**src/hdl/gmsm_pkg.sv**
```systemverilog
// Shared constants, types and helper functions of the gradient max smear map core.
// No dependencies; every other file of the block but gmsm_ram refers to it by scoped names.
`default_nettype none

package gmsm_pkg;

	// Build limits
	localparam int MAX_WIDTH     = 1024;
	localparam int MAX_HEIGHT    = 1024;
	localparam int MAG_FRAC_BITS = 4;

	// Field widths
	localparam int CFG_W  = 11;
	localparam int THR_W  = 12;
	localparam int PIX_W  = 8;
	localparam int GRAD_W = 9;
	localparam int MAG_W  = 12;
	localparam int POS_W  = 20;
	localparam int CNT_W  = 21;

	localparam logic [CNT_W-1:0] CNT_MAX = '1;
	localparam logic [MAG_W-1:0] MAG_MAX = '1;

	// Dimension clamps
	localparam int MIN_WIDTH  = 8;
	localparam int MIN_HEIGHT = 4;

	// Line store address widths: pixel and magnitude lines hold more than two rows,
	// the gradient delay line more than one row plus one.
	localparam int PIX_AW  = $clog2(2 * MAX_WIDTH + 1);
	localparam int GDEL_AW = $clog2(MAX_WIDTH + 2);
	localparam int GDEL_W  = 2 * GRAD_W + PIX_W;

	// Wide position arithmetic for the range compares
	localparam int KX_W = CNT_W + 3;

	// Square root datapath
	localparam int SQ_W   = 2 * (GRAD_W - 1) + 1;
	localparam int RAD_W  = ((SQ_W + 2 * MAG_FRAC_BITS + 1) / 2) * 2;
	localparam int ROOT_W = RAD_W / 2;
	localparam int REM_W  = ROOT_W + 3;

	// APB register map
	localparam int ADDR_W    = 4;
	localparam int REG_IDX_W = 2;
	localparam logic [REG_IDX_W-1:0] REG_IMAGE_WIDTH  = 2'd0;
	localparam logic [REG_IDX_W-1:0] REG_IMAGE_HEIGHT = 2'd1;
	localparam logic [REG_IDX_W-1:0] REG_MIN_GRAD     = 2'd2;

	localparam logic [CFG_W-1:0] RST_IMAGE_WIDTH  = 11'd640;
	localparam logic [CFG_W-1:0] RST_IMAGE_HEIGHT = 11'd480;
	localparam logic [THR_W-1:0] RST_MIN_GRAD     = 12'd80;

	// Per-item control flags, decided once from the item index
	typedef struct packed {
		logic mag_we;   // a magnitude entry is written for this item
		logic grad_ok;  // gradient position inside the gradient rows
		logic vert_ok;  // vertical maximum position inside the interior
		logic res_ok;   // this item produces a result
		logic last;     // result is the final one of the frame
		logic fs;       // frame start: clears the mappable count
	} gmsm_flags_t;

	// Side data that travels alongside the square root pipeline
	typedef struct packed {
		gmsm_flags_t                flags;
		logic signed [GRAD_W-1:0]   gx;
		logic signed [GRAD_W-1:0]   gy;
		logic [PIX_W-1:0]           intensity;
		logic [PIX_AW-1:0]          mag_wa;    // q
		logic [PIX_AW-1:0]          mag_ra0;   // p
		logic [PIX_AW-1:0]          mag_ra1;   // p - width
		logic [GDEL_AW-1:0]         gdel_wa;   // q
		logic [GDEL_AW-1:0]         gdel_ra;   // result position
		logic [POS_W-1:0]           position;
	} gmsm_side_t;

	function automatic logic [CFG_W-1:0] clamp_dim(input logic [CFG_W-1:0] raw,
		input int lo, input int hi);
		logic [CFG_W-1:0] r;
		r = raw;
		if (int'(raw) < lo) begin
			r = CFG_W'(lo);
		end else if (int'(raw) > hi) begin
			r = CFG_W'(hi);
		end
		return r;
	endfunction

	function automatic logic [MAG_W-1:0] max3(input logic [MAG_W-1:0] a,
		input logic [MAG_W-1:0] b, input logic [MAG_W-1:0] c);
		logic [MAG_W-1:0] m;
		m = (a > b) ? a : b;
		return (m > c) ? m : c;
	endfunction

endpackage

`default_nettype wire

```
**src/hdl/gmsm_sqrt.sv**
```systemverilog
// Pipelined digit-by-digit integer square root, one result bit per stage.
// Depends on gmsm_pkg; side data travels with each radicand.
`default_nettype none

module gmsm_sqrt (
	input  wire logic                         clk,
	input  wire logic                         arst_n,
	input  wire logic                         adv,
	input  wire logic                         in_valid,
	input  wire logic [gmsm_pkg::RAD_W-1:0]   rad,
	input  wire gmsm_pkg::gmsm_side_t         side_in,
	output logic                              out_valid,
	output logic [gmsm_pkg::ROOT_W-1:0]       root,
	output gmsm_pkg::gmsm_side_t              side_out
);

	localparam int N  = gmsm_pkg::ROOT_W;
	localparam int RW = gmsm_pkg::RAD_W;
	localparam int MW = gmsm_pkg::REM_W;

	logic [N-1:0]         val_q;
	logic [RW-1:0]        rad_q  [N];
	logic [MW-1:0]        rem_q  [N];
	logic [N-1:0]         root_q [N];
	gmsm_pkg::gmsm_side_t side_q [N];

	for (genvar i = 0; i < N; i++) begin : g_stage
		logic                 pv;
		logic [RW-1:0]        pr;
		logic [MW-1:0]        pm, rem_sh, trial;
		logic [N-1:0]         pt;
		gmsm_pkg::gmsm_side_t ps;

		if (i == 0) begin : g_first
			assign pv = in_valid;
			assign pr = rad;
			assign pm = '0;
			assign pt = '0;
			assign ps = side_in;
		end else begin : g_next
			assign pv = val_q[i-1];
			assign pr = rad_q[i-1];
			assign pm = rem_q[i-1];
			assign pt = root_q[i-1];
			assign ps = side_q[i-1];
		end

		// bring down the next two radicand bits and try a one digit
		assign rem_sh = {pm[MW-3:0], pr[RW-1:RW-2]};
		assign trial  = MW'({pt, 2'b01});

		always_ff @(posedge clk or negedge arst_n) begin
			if (!arst_n) begin
				val_q[i] <= 1'b0;
			end else if (adv) begin
				val_q[i] <= pv;
			end
		end

		always_ff @(posedge clk) begin
			if (adv) begin
				rad_q[i]  <= pr << 2;
				side_q[i] <= ps;
				if (rem_sh >= trial) begin
					rem_q[i]  <= rem_sh - trial;
					root_q[i] <= {pt[N-2:0], 1'b1};
				end else begin
					rem_q[i]  <= rem_sh;
					root_q[i] <= {pt[N-2:0], 1'b0};
				end
			end
		end
	end

	assign out_valid = val_q[N-1];
	assign root      = root_q[N-1];
	assign side_out  = side_q[N-1];

endmodule

`default_nettype wire

```
**config.mk**
```make
export PLATFORM = sky130hd
export DESIGN_NAME = gmsm_sqrt
export DESIGN_NICKNAME = d
export VERILOG_FILES = /design/src/hdl/gmsm_pkg.sv /design/src/hdl/gmsm_sqrt.sv
export SDC_FILE = /design/constraint.sdc
export NUM_CORES = 1
export LEC_CHECK = 0
export BUFFER_PORTS_ARGS = -buffer_cell sky130_fd_sc_hd__clkbuf_2
export CORE_MARGIN = 1
export CORE_UTILIZATION = 50
export CTS_BUF_LIST = sky130_fd_sc_hd__clkbuf_4 sky130_fd_sc_hd__clkbuf_8
export DETAILED_ROUTE_END_ITERATION = 7
export PLACE_DENSITY_LB_ADDON = 0.05
export SYNTH_ARGS = -nofsm -noshare
export SYNTH_HDL_FRONTEND = slang
export SYNTH_SLANG_ARGS = --single-unit
```
**constraint.sdc**
```tcl
create_clock -name clk -period 5.5 [get_ports clk]
set_input_delay 0.55 -clock clk [delete_from_list [all_inputs] [get_ports clk]]
set_output_delay 0.55 -clock clk [all_outputs]
set_load 0.01 [all_outputs]
```
==> results of run 1 <==
-- cell usage in the layout, fill, tap and decap left out, types with 61 or more instances in the layout --
master / instances
inv_1: 132
clkbuf_8: 317
clkinv_1: 70
clkbuf_2: 262
dlygate4sd3_1: 140
edfxtp_1: 1830
nor2_1: 87
clkbuf_4: 108
nand2_1: 62
a21oi_1: 71
ha_1: 104
o21ai_0: 61
-- per-stage QoR --
step / hold slack, ps / setup WS (ps) / instances
after floorplan: 254.4 / 2943 / 2854
after global placement: 400.1 / 2299 / 4727
after detailed placement: 404.5 / 2256 / 4727
after CTS: 172.7 / 2234 / 5391
after global routing: 217.5 / 2015 / 5394
final: 318.7 / 2234 / 5395
-- path summary, 6_finish.rpt --
check	endpoint	slack (ps)	cells after the start
max	rem_q[2][53]$_DFFE_PP_	2230	7
min	side_q[0][30]$_DFFE_PP_	320	2
max reg2reg	rem_q[2][53]$_DFFE_PP_	2230	7
min reg2reg	side_q[1][102]$_DFFE_PP_	380	0
max in group asynchronous	g_stage[7].pv$_DFFE_PN0P_	4430	3
min in group asynchronous	g_stage[12].pv$_DFFE_PN0P_	690	3
-- layout make-up --
cell class / instances / area [um^2] / area share, %
Sequential cell: 1844 / 55300 / 76.16
Multi-Input combinational cell: 841 / 6120 / 8.428
Clock buffer: 425 / 5174 / 7.125
Timing Repair Buffer: 425 / 3010 / 4.146
Tap cell: 1625 / 2033 / 2.800
Inverter: 132 / 495.5 / 0.6824
Clock inverter: 99 / 470.5 / 0.6479
Antenna cell: 4 / 10.01 / 0.01379
-- cells by family (layout without fill, tap and decap cells) --
kind of cell / Yosys count / after routing / synth area share [%]
buffers and inverters: 169 / 1081 / 1.044
xor gates and xnor gates: 105 / 105 / 1.482
muxes: 54 / 54 / 0.9637
DFF: 1844 / 1844 / 89.11
AOI/OAI and AO/OA: 252 / 252 / 2.593
adders and majority gates: 104 / 104 / 2.097
other: 0 / 4 / 0
and+or+nand+nor: 326 / 326 / 2.714
-- flip-flops by register name (all words and copies together) (netlist names) --
name	cells
side_q	1430
g_stage.pv	12
rem_q	154
out_valid	1
rad_q	156
root_q	91
-- layer usage --
metal	up-vias	GRT usage (%)	part of all wire, %
met4	14	7.466	3.6
met1	12760	17.56	43
li1	12590	-	-
met5	-	0	0.11
met2	613	22.14	49
met3	277	3.779	5.0
-- power breakdown --
part	internal [mW]	total, mW	switching, mW
clock network	6.13	11.0	4.90
registers	16.7	17.0	0.357
logic	0.677	1.62	0.939
total	23.5	29.7	6.19
-- critical path: stages (launching register included) --
cell and delay (ps):
edfxtp_1 400, ha_1 360, nor2b_1 140, o21ai_0 130, a21oi_1 490, nor3_2 140
nor2_1 910, mux2_2 430
==> run_results.csv, run 1 <==
group,metric,value,unit
routing,drc_errors,0,
floorplan,dieArea,125500,um^2
place,gp_congestion,0.8609,
pwr,p_total,29.65,mW
logic_synthesis,syn_avg_cell_area,21.74,um^2
logic_synthesis,synthTopCellsByArea,"edfxtp_1 89%, ha_1 2.1%, mux2_2 0.83%",
setup_path,crit_type,"flop to flop",
pwr,p_leak,26.17,nW
logic_synthesis,synth-edff-count,1830,
global_routing,grt_overflow,0,
routing,drt_first_pass_iters,5,
floorplan,core,122500,um^2
clocking,cts-root-buf,"clkbuf_8",
clocking,cts_max_level,5,
layout,nNetsFinal,3798,
logic_synthesis,syn_area,62060,um^2
clocking,cts_tree,"built",
clocking,clock_latency,950,ps
setup_path,r2r-start,"rem_q[2][32]$_DFFE_PP_",
logic_synthesis,synth_ff_type,"edfxtp_1",
setup_path,cp_max_fo,13,
timing,setup_viol_count_final,0,
logic_synthesis,synth_commonest_cells,"1830 x edfxtp_1, 132 x inv_1, 104 x ha_1",
layout,syn2layout_area_growth,17.00,%
routing,drt_first_iter_violations,2000,
clocking,cts.clk_slew.worst_paths,60,ps
layout,post-route-util,59.27,%
clocking,cts_sinks,1844,
logic_synthesis,netlist.area_leader.share,88.55,%
timing,hold_viol,0,
layout,final_area,72610,um^2
run,cap_violations,0,
hold_path,min_from,"side_in[30]",
timing,slew_headroom,22.71,%
logic_synthesis,synth_cell_type_count,69,
global_routing,antenna_found_initial,10,
floorplan,rows,128,
hold_path,hp-class,"primary input to flop",
timing,timing.final.crit_share,59.39,%
place,hpwl,49460,um
timing,finalClockSkew,46.37,ps
logic_synthesis,synth-seq-cells,1844,
clocking,cts_setup_buffers,0,
routing,final_antenna_net_count,0,
pwr,p_per_area,408.4,nW/um^2
global_routing,grt_max_degree,186,
floorplan,boundaryPins,264,
timing,rsz0062_at_grt,"no",
logic_synthesis,async_flop_share,0.7050,%
routing,wire_per_inst,16.13,um
floorplan,die_h,354.3,um
global_routing,grt_pass1_vias,26860,
layout,drive_gt1_share,21.38,%
run_status,status,"finished clean",
routing,wirelength,87040,um
floorplan,die_width,354.3,um
timing,max_freq,0.3061,GHz
logic_synthesis,seq_area_frac_synth,89.11,%
timing,min_period,3266,ps
logic_synthesis,synth.most_common_cell,"edfxtp_1",
setup_path,startpoint,"rem_q[2][32]$_DFFE_PP_",
logic_synthesis,yosys.area.top_type,"edfxtp_1",
global_routing,grt_pass1_wl,137600,um
routing,via_count,26250,
clocking,cts.repair.resized,0,
floorplan,initial_core_util,50.65,%
clocking,hold_buffers,140,
routing,via_per_inst,4.866,
timing,timing.final.max_slew_violations,0,
layout,fillers,8948,
place,place_area,65560,um^2
logic_synthesis,ys.warnings.count,0,
logic_synthesis,synth_nets,3098,
timing,worst_pin_slew,1155,ps
setup_path,critPathLaunchType,"flop",
clocking,numCtsBuffers,310,
global_routing,track_usage,13.93,%
place,port_buffers,263,
logic_synthesis,synthCells,2854,
setup_path,cp.arrival,3900,ps
pwr,ir_worst_vdd,0.2967,mV
timing,fin_setup_tns,0,ps
clocking,clockBufferDepth,4,
setup_path,worstPathRequired,6130,ps
setup_path,end_kind,"flop",
(Power assumes the default switching activity.)
==> run 2, diff against run 1 <==
==> constraint.sdc (replaced) <==
create_clock -name clk -period 3 [get_ports clk]
set_input_delay 0.3 -clock clk [delete_from_list [all_inputs] [get_ports clk]]
set_output_delay 0.3 -clock clk [all_outputs]
set_load 0.01 [all_outputs]
==> run 2 against run 1 <==
Global-route usage up 0.12 points. Combinational power grew 90%. Via count rose by 1.8%. Count of clock-buffer cells in the layout shrank 20. Clock skew decreased by 2.7 ps. Sequential share of layout area shrank 0.97 points. Core utilization is 0.77 points higher. Critical path type unchanged.
==> run_results.csv, run 2 (same netlist as run 1, synthesis figures left out) <==
group,metric,value,unit
timing,worst_pin_slew,1134,ps
place,port_buffers,263,
setup_path,rrSetupSlack,260,ps
setup_path,r2r-start,"rem_q[1][55]$_DFFE_PP_",
floorplan,boundaryPins,264,
pwr,p_total,54.21,mW
timing,timing.final.max_slew_violations,0,
routing,via_count,26730,
floorplan,dieArea,125500,um^2
hold_path,min_from,"side_in[24]",
layout,largest-register,"side_q",
setup_path,critPathLaunchType,"flop",
global_routing,grt_pass1_wl,140200,um
setup_path,end_kind,"flop",
pwr,p_seq_share,57.5,%
layout,final_cell_mix,"1830 x edfxtp_1, 323 x clkbuf_8, 262 x clkbuf_2, 228 x dlygate4sd3_1, 132 x inv_1",
setup_path,cp.arrival,3370,ps
setup_path,cp_max_fo,15,
setup_path,reg2reg_depth,6,
setup_path,cp_slowest_cell,"a2111oi_0",
floorplan,die_h,354.3,um
pwr,p_switching,11.31,mW
layout,largest_reg_flops,1430,
setup_path,cp_slowest_stage_delay,550,ps
global_routing,grt_pass1_vias,27760,
layout,syn2layout_area_growth,18.52,%
routing,wire_per_inst,15.80,um
layout,regArea,55300,um^2
layout,fillers,8951,
pwr,p_per_area,737.1,nW/um^2
pwr,p_leak,26.55,nW
floorplan,core,122500,um^2
clocking,cts_tree,"built",
routing,via_per_inst,4.874,
floorplan,rows,128,
pwr,p_clk_share,36.8,%
layout,reg_top3,"side_q: 1430 flops, rad_q: 156 flops, rem_q: 154 flops",
timing,hold_viol,0,
place,hpwl,49180,um
timing,timing.final.crit_share,91.30,%
floorplan,initial_core_util,50.65,%
hold_path,whs_path_depth,2,
clocking,cts_max_level,5,
run_status,status,"finished clean",
setup_path,crit_type,"flop to flop",
routing,drc_errors,0,
routing,drt_first_iter_violations,1930,
global_routing,grt_max_degree,203,
clocking,cts.clk_slew.worst_paths,50,ps
timing,min_period,2739,ps
routing,drt_first_pass_iters,7,
setup_path,worstReg2RegEnd,"rem_q[2][7]$_DFFE_PP_",
timing,rsz0062_at_grt,"no",
hold_path,hp-class,"primary input to flop",
timing,max_freq,0.3651,GHz
clocking,clockBufferDepth,4,
clocking,numCtsBuffers,309,
global_routing,grt_overflow,0,
routing,wirelength,86650,um
layout,final_common_cell,"edfxtp_1",
layout,multi_input_area,6120,um^2
clocking,cts_sinks,1844,
timing,fin_setup_tns,0,ps
clocking,clock_latency,900,ps
setup_path,worstPathRequired,3630,ps
global_routing,track_usage,14.05,%
routing,final_antenna_net_count,0,
timing,slew_headroom,24.39,%
timing,setup_viol_count_final,0,
layout,nNetsFinal,3900,
timing,finalClockSkew,43.71,ps
clocking,cts-root-buf,"clkbuf_8",
pwr,ir_worst_vdd,0.5213,mV
hold_path,whs_endpoint,"side_q[0][24]$_DFFE_PP_",
run,cap_violations,0,
setup_path,crit_chain,"ha_1 -> a2111oi_0 -> nand3_1 -> a31oi_1 -> a21bo_1 -> mux2_2",
floorplan,die_width,354.3,um
pwr,combPwrFrac,5.7,%
layout,drive_gt1_share,20.79,%
pwr,power.internal,42.90,mW
pwr,switching_share,20.87,%
place,gp_congestion,0.8379,
setup_path,startpoint,"rem_q[1][55]$_DFFE_PP_",
global_routing,antenna_found_initial,9,
run 2: what timing repair did:
action                                  4_1_cts  5_1_grt
hold buffers                                228        0
setup buffers                                 0        0
gates resized for setup                       0        0
endpoints found under the setup margin        0        0
hold endpoints to repair                    340        0
run 2: metal layers:
layer | share of wire [%] | global-route usage, %
met3 | 5.5 | 3.877
met1 | 42 | 17.39
met2 | 49 | 22.73
met5 | 0.070 | 0
met4 | 3.8 | 7.284
run 2: power by group through the flow:
| stage | sequential [mW] | clock [mW] | combinational (mW) |
|---|---|---|---|
| after floorplan | 31.5 | 0 | 1.69 |
| final | 31.2 | 20.0 | 3.08 |
| after detailed placement | 31.7 | 0 | 2.85 |
| after global routing | 31.3 | 22.0 | 3.44 |
| after CTS | 31.2 | 20.9 | 3.10 |
| after global placement | 31.6 | 0 | 2.77 |
run 2: cell type report:
type / instances / area share [%]
clock buffer: 405 / 6.881
clock inverter: 107 / 0.6770
timing repair buffer: 528 / 5.495
tap: 1625 / 2.764
multi-input combinational: 841 / 8.320
sequential: 1844 / 75.18
inverter: 132 / 0.6736
antenna: 2 / 0.006804
run 2: worst max path at each step:
| stage | end | slack, ps | cells past startpoint |
|---|---|---|---|
| after CTS | rem_q[2][57]$_DFFE_PP_ | 260 | 7 |
| after global routing | rem_q[2][56]$_DFFE_PP_ | 50 | 7 |
| after floorplan | rem_q[2][53]$_DFFE_PP_ | 440 | 8 |
| final | rem_q[2][7]$_DFFE_PP_ | 260 | 6 |
| after global placement | rem_q[2][57]$_DFFE_PP_ | 290 | 7 |
| after detailed placement | rem_q[2][6]$_DFFE_PP_ | 270 | 6 |
run 2: stage by stage:
stage | utilization [%] | instance area [um^2] | cells | setup WS, ps | hold slack, ps
6_report | 60.03 | 73550 | 5484 | 261.1 | 118.5
5_1_grt | 60.03 | 73550 | 5484 | 52.33 | 29.70
4_1_cts | 60.03 | 73550 | 5482 | 260.4 | 0.6687
3_5_place_dp | 53.63 | 65710 | 4742 | 267.6 | 208.3
3_3_place_gp | 53.63 | 65710 | 4742 | 290.0 | 199.0
2_1_floorplan | - | 62060 | 2854 | 443.2 | 4.409
run 2: worst max-delay path: cells and delay by family, from the launching register on:
kind,cells,cell delay [ps]
AOI/OAI and AO/OA,3,1180
adders and majority gates,1,380
DFF,1,410
muxes,1,350
and+or+nand+nor,1,160
==> run 3, diff against run 2 <==
--- a/config.mk
+++ b/config.mk
@@ -10,7 +10,8 @@
 export CORE_UTILIZATION = 50
 export CTS_BUF_LIST = sky130_fd_sc_hd__clkbuf_4 sky130_fd_sc_hd__clkbuf_8
 export DETAILED_ROUTE_END_ITERATION = 7
-export PLACE_DENSITY_LB_ADDON = 0.05
+export PLACE_DENSITY_LB_ADDON = 0.08
 export SYNTH_ARGS = -nofsm -noshare
 export SYNTH_HDL_FRONTEND = slang
 export SYNTH_SLANG_ARGS = --single-unit
+export TNS_END_PERCENT = 5
==> run 3 against run 2 <==
Worst setup slack worse by 20 ps. Core utilization decreased by 0.060 points. Highest routed layer unchanged. Total power down 0.69%. Register-to-register slack got worse by 20 ps. Largest cell class unchanged. Cell area shrank 0.10%. First-iteration DRC count down 0.41%. Global-route usage up 0.15 points.
==> run_results.csv, run 3 (same netlist as run 1, synthesis figures left out) <==
group,metric,value,unit
floorplan,boundaryPins,264,
routing,wire_per_inst,16.03,um
floorplan,initial_core_util,50.65,%
hold_path,whs_path_depth,2,
timing,fin_setup_tns,0,ps
global_routing,grt_max_degree,182,
layout,multi_input_area,6121,um^2
routing,drc_errors,0,
clocking,clockBufferDepth,4,
layout,final_area,73480,um^2
setup_path,cp_max_fo,13,
place,pre_cts_slack,203.0,ps
floorplan,die_h,354.3,um
timing,slew_headroom,32.70,%
pwr,p_per_area,732.7,nW/um^2
routing,final_antenna_net_count,0,
floorplan,core,122500,um^2
setup_path,crit_chain,"ha_1 -> nand2_1 -> o21ai_0 -> nor3_2 -> nor2_1 -> buf_4 -> mux2_2",
layout,nNetsFinal,3913,
setup_path,worstReg2RegEnd,"rem_q[2][59]$_DFFE_PP_",
timing,max_freq,0.3624,GHz
timing,layout_setup_ws,240.7,ps
layout,reg_top3,"side_q: 1430 flops, rad_q: 156 flops, rem_q: 154 flops",
setup_path,startpoint,"rem_q[2][36]$_DFFE_PP_",
routing,wirelength,87910,um
layout,drive_gt1_share,20.76,%
floorplan,rows,128,
setup_path,r2r-start,"rem_q[2][36]$_DFFE_PP_",
routing,drt_first_pass_iters,6,
run_status,status,"finished clean",
layout,syn2layout_area_growth,18.40,%
setup_path,end_kind,"flop",
setup_path,cp.arrival,3390,ps
setup_path,rrSetupSlack,240,ps
setup_path,worstPathRequired,3630,ps
clocking,cts.clk_slew.worst_paths,60,ps
global_routing,grt_pass1_wl,141100,um
clocking,numCtsBuffers,307,
timing,worst_pin_slew,993.8,ps
setup_path,cp_slowest_stage_delay,660,ps
clocking,cts_max_level,5,
clocking,cts_sinks,1844,
clocking,cts_tree,"built",
routing,via_count,26730,
timing,finalClockSkew,47.98,ps
place,port_buffers,263,
clocking,cts-root-buf,"clkbuf_8",
layout,final_cell_mix,"1830 x edfxtp_1, 311 x clkbuf_8, 262 x clkbuf_2, 240 x dlygate4sd3_1, 132 x inv_1",
pwr,p_total,53.84,mW
timing,timing.final.max_slew_violations,0,
place,gp_congestion,0.8355,
global_routing,grt_pass1_vias,27670,
routing,drt_first_iter_violations,1922,
setup_path,reg2reg_depth,7,
layout,largest_reg_flops,1430,
global_routing,antenna_found_initial,11,
timing,timing.final.crit_share,91.98,%
hold_path,whs_endpoint,"side_q[0][94]$_DFFE_PP_",
timing,setup_viol_count_final,0,
clocking,clock_latency,920,ps
hold_path,hp-class,"primary input to flop",
pwr,p_leak,26.51,nW
run,cap_violations,0,
global_routing,track_usage,14.20,%
setup_path,cp_slowest_cell,"o21ai_0",
floorplan,dieArea,125500,um^2
clocking,cts_setup_buffers,0,
place,hpwl,49840,um
setup_path,critPathLaunchType,"flop",
layout,regArea,55300,um^2
hold_path,min_from,"side_in[94]",
pwr,ir_worst_vdd,0.4676,mV
layout,final_common_cell,"edfxtp_1",
global_routing,grt_overflow,0,
routing,via_per_inst,4.874,
timing,hold_viol,0,
layout,fillers,8889,
floorplan,die_width,354.3,um
layout,largest-register,"side_q",
setup_path,crit_type,"flop to flop",
place,place_area,65680,um^2
timing,rsz0062_at_grt,"no",
timing,min_period,2759,ps
timing,hold_slack,126.6,ps
-- run 3: worst max path at each step --
stage,depth (start not counted),end,slack [ps]
CTS,6,rem_q[2][9]$_DFFE_PP_,180
detailed placement,6,rem_q[2][9]$_DFFE_PP_,200
floorplan,8,rem_q[2][53]$_DFFE_PP_,440
global route,6,rem_q[2][9]$_DFFE_PP_,20
finish,7,rem_q[2][59]$_DFFE_PP_,240
global placement,6,rem_q[2][7]$_DFFE_PP_,320
-- run 3: worst max-delay path, delay by kind of cell, from the launching register on --
family / cells / cell delay [ps]
buffers and inverters: 1 / 240
muxes: 1 / 360
and+or+nand+nor: 3 / 380
adders and majority gates: 1 / 460
AOI/OAI and AO/OA: 1 / 660
DFF: 1 / 400
-- run 3: metal layers --
layer	share of wire, %	wire length (um)	up-vias	GRT usage (%)
met5	0.053	47	-	0
met4	3.3	2896	8	7.233
met3	4.5	3988	255	3.645
met2	50	43830	590	23.11
met1	42	37150	13090	17.70
li1	-	-	12790	-
-- run 3: per-stage QoR --
step / utilization [%] / instances
after detailed placement: 53.61 / 4745
after global placement: 53.61 / 4745
after CTS: 59.96 / 5478
after floorplan: - / 2854
after global routing: 59.97 / 5483
final: 59.97 / 5483
-- run 3: final cells by class --
class	instances	share of cell area (%)
sequential	1844	75.26
timing repair buffer	543	5.626
clock buffer	401	6.745
clock inverter	92	0.5824
tap	1625	2.767
antenna	5	0.01703
inverter	132	0.6743
multi-input combinational	841	8.330
-- run 3: where the power goes --
part / switching, mW / internal (mW)
clock network: 8.86 / 10.7
registers: 0.640 / 30.5
logic: 1.75 / 1.34
total: 11.3 / 42.6
-- run 3: timing repair --
action	4_1_cts	5_1_grt
hold buffers	240	0
endpoints found under the setup margin	0	11
resized for setup	0	1
hold endpoints to repair	249	0
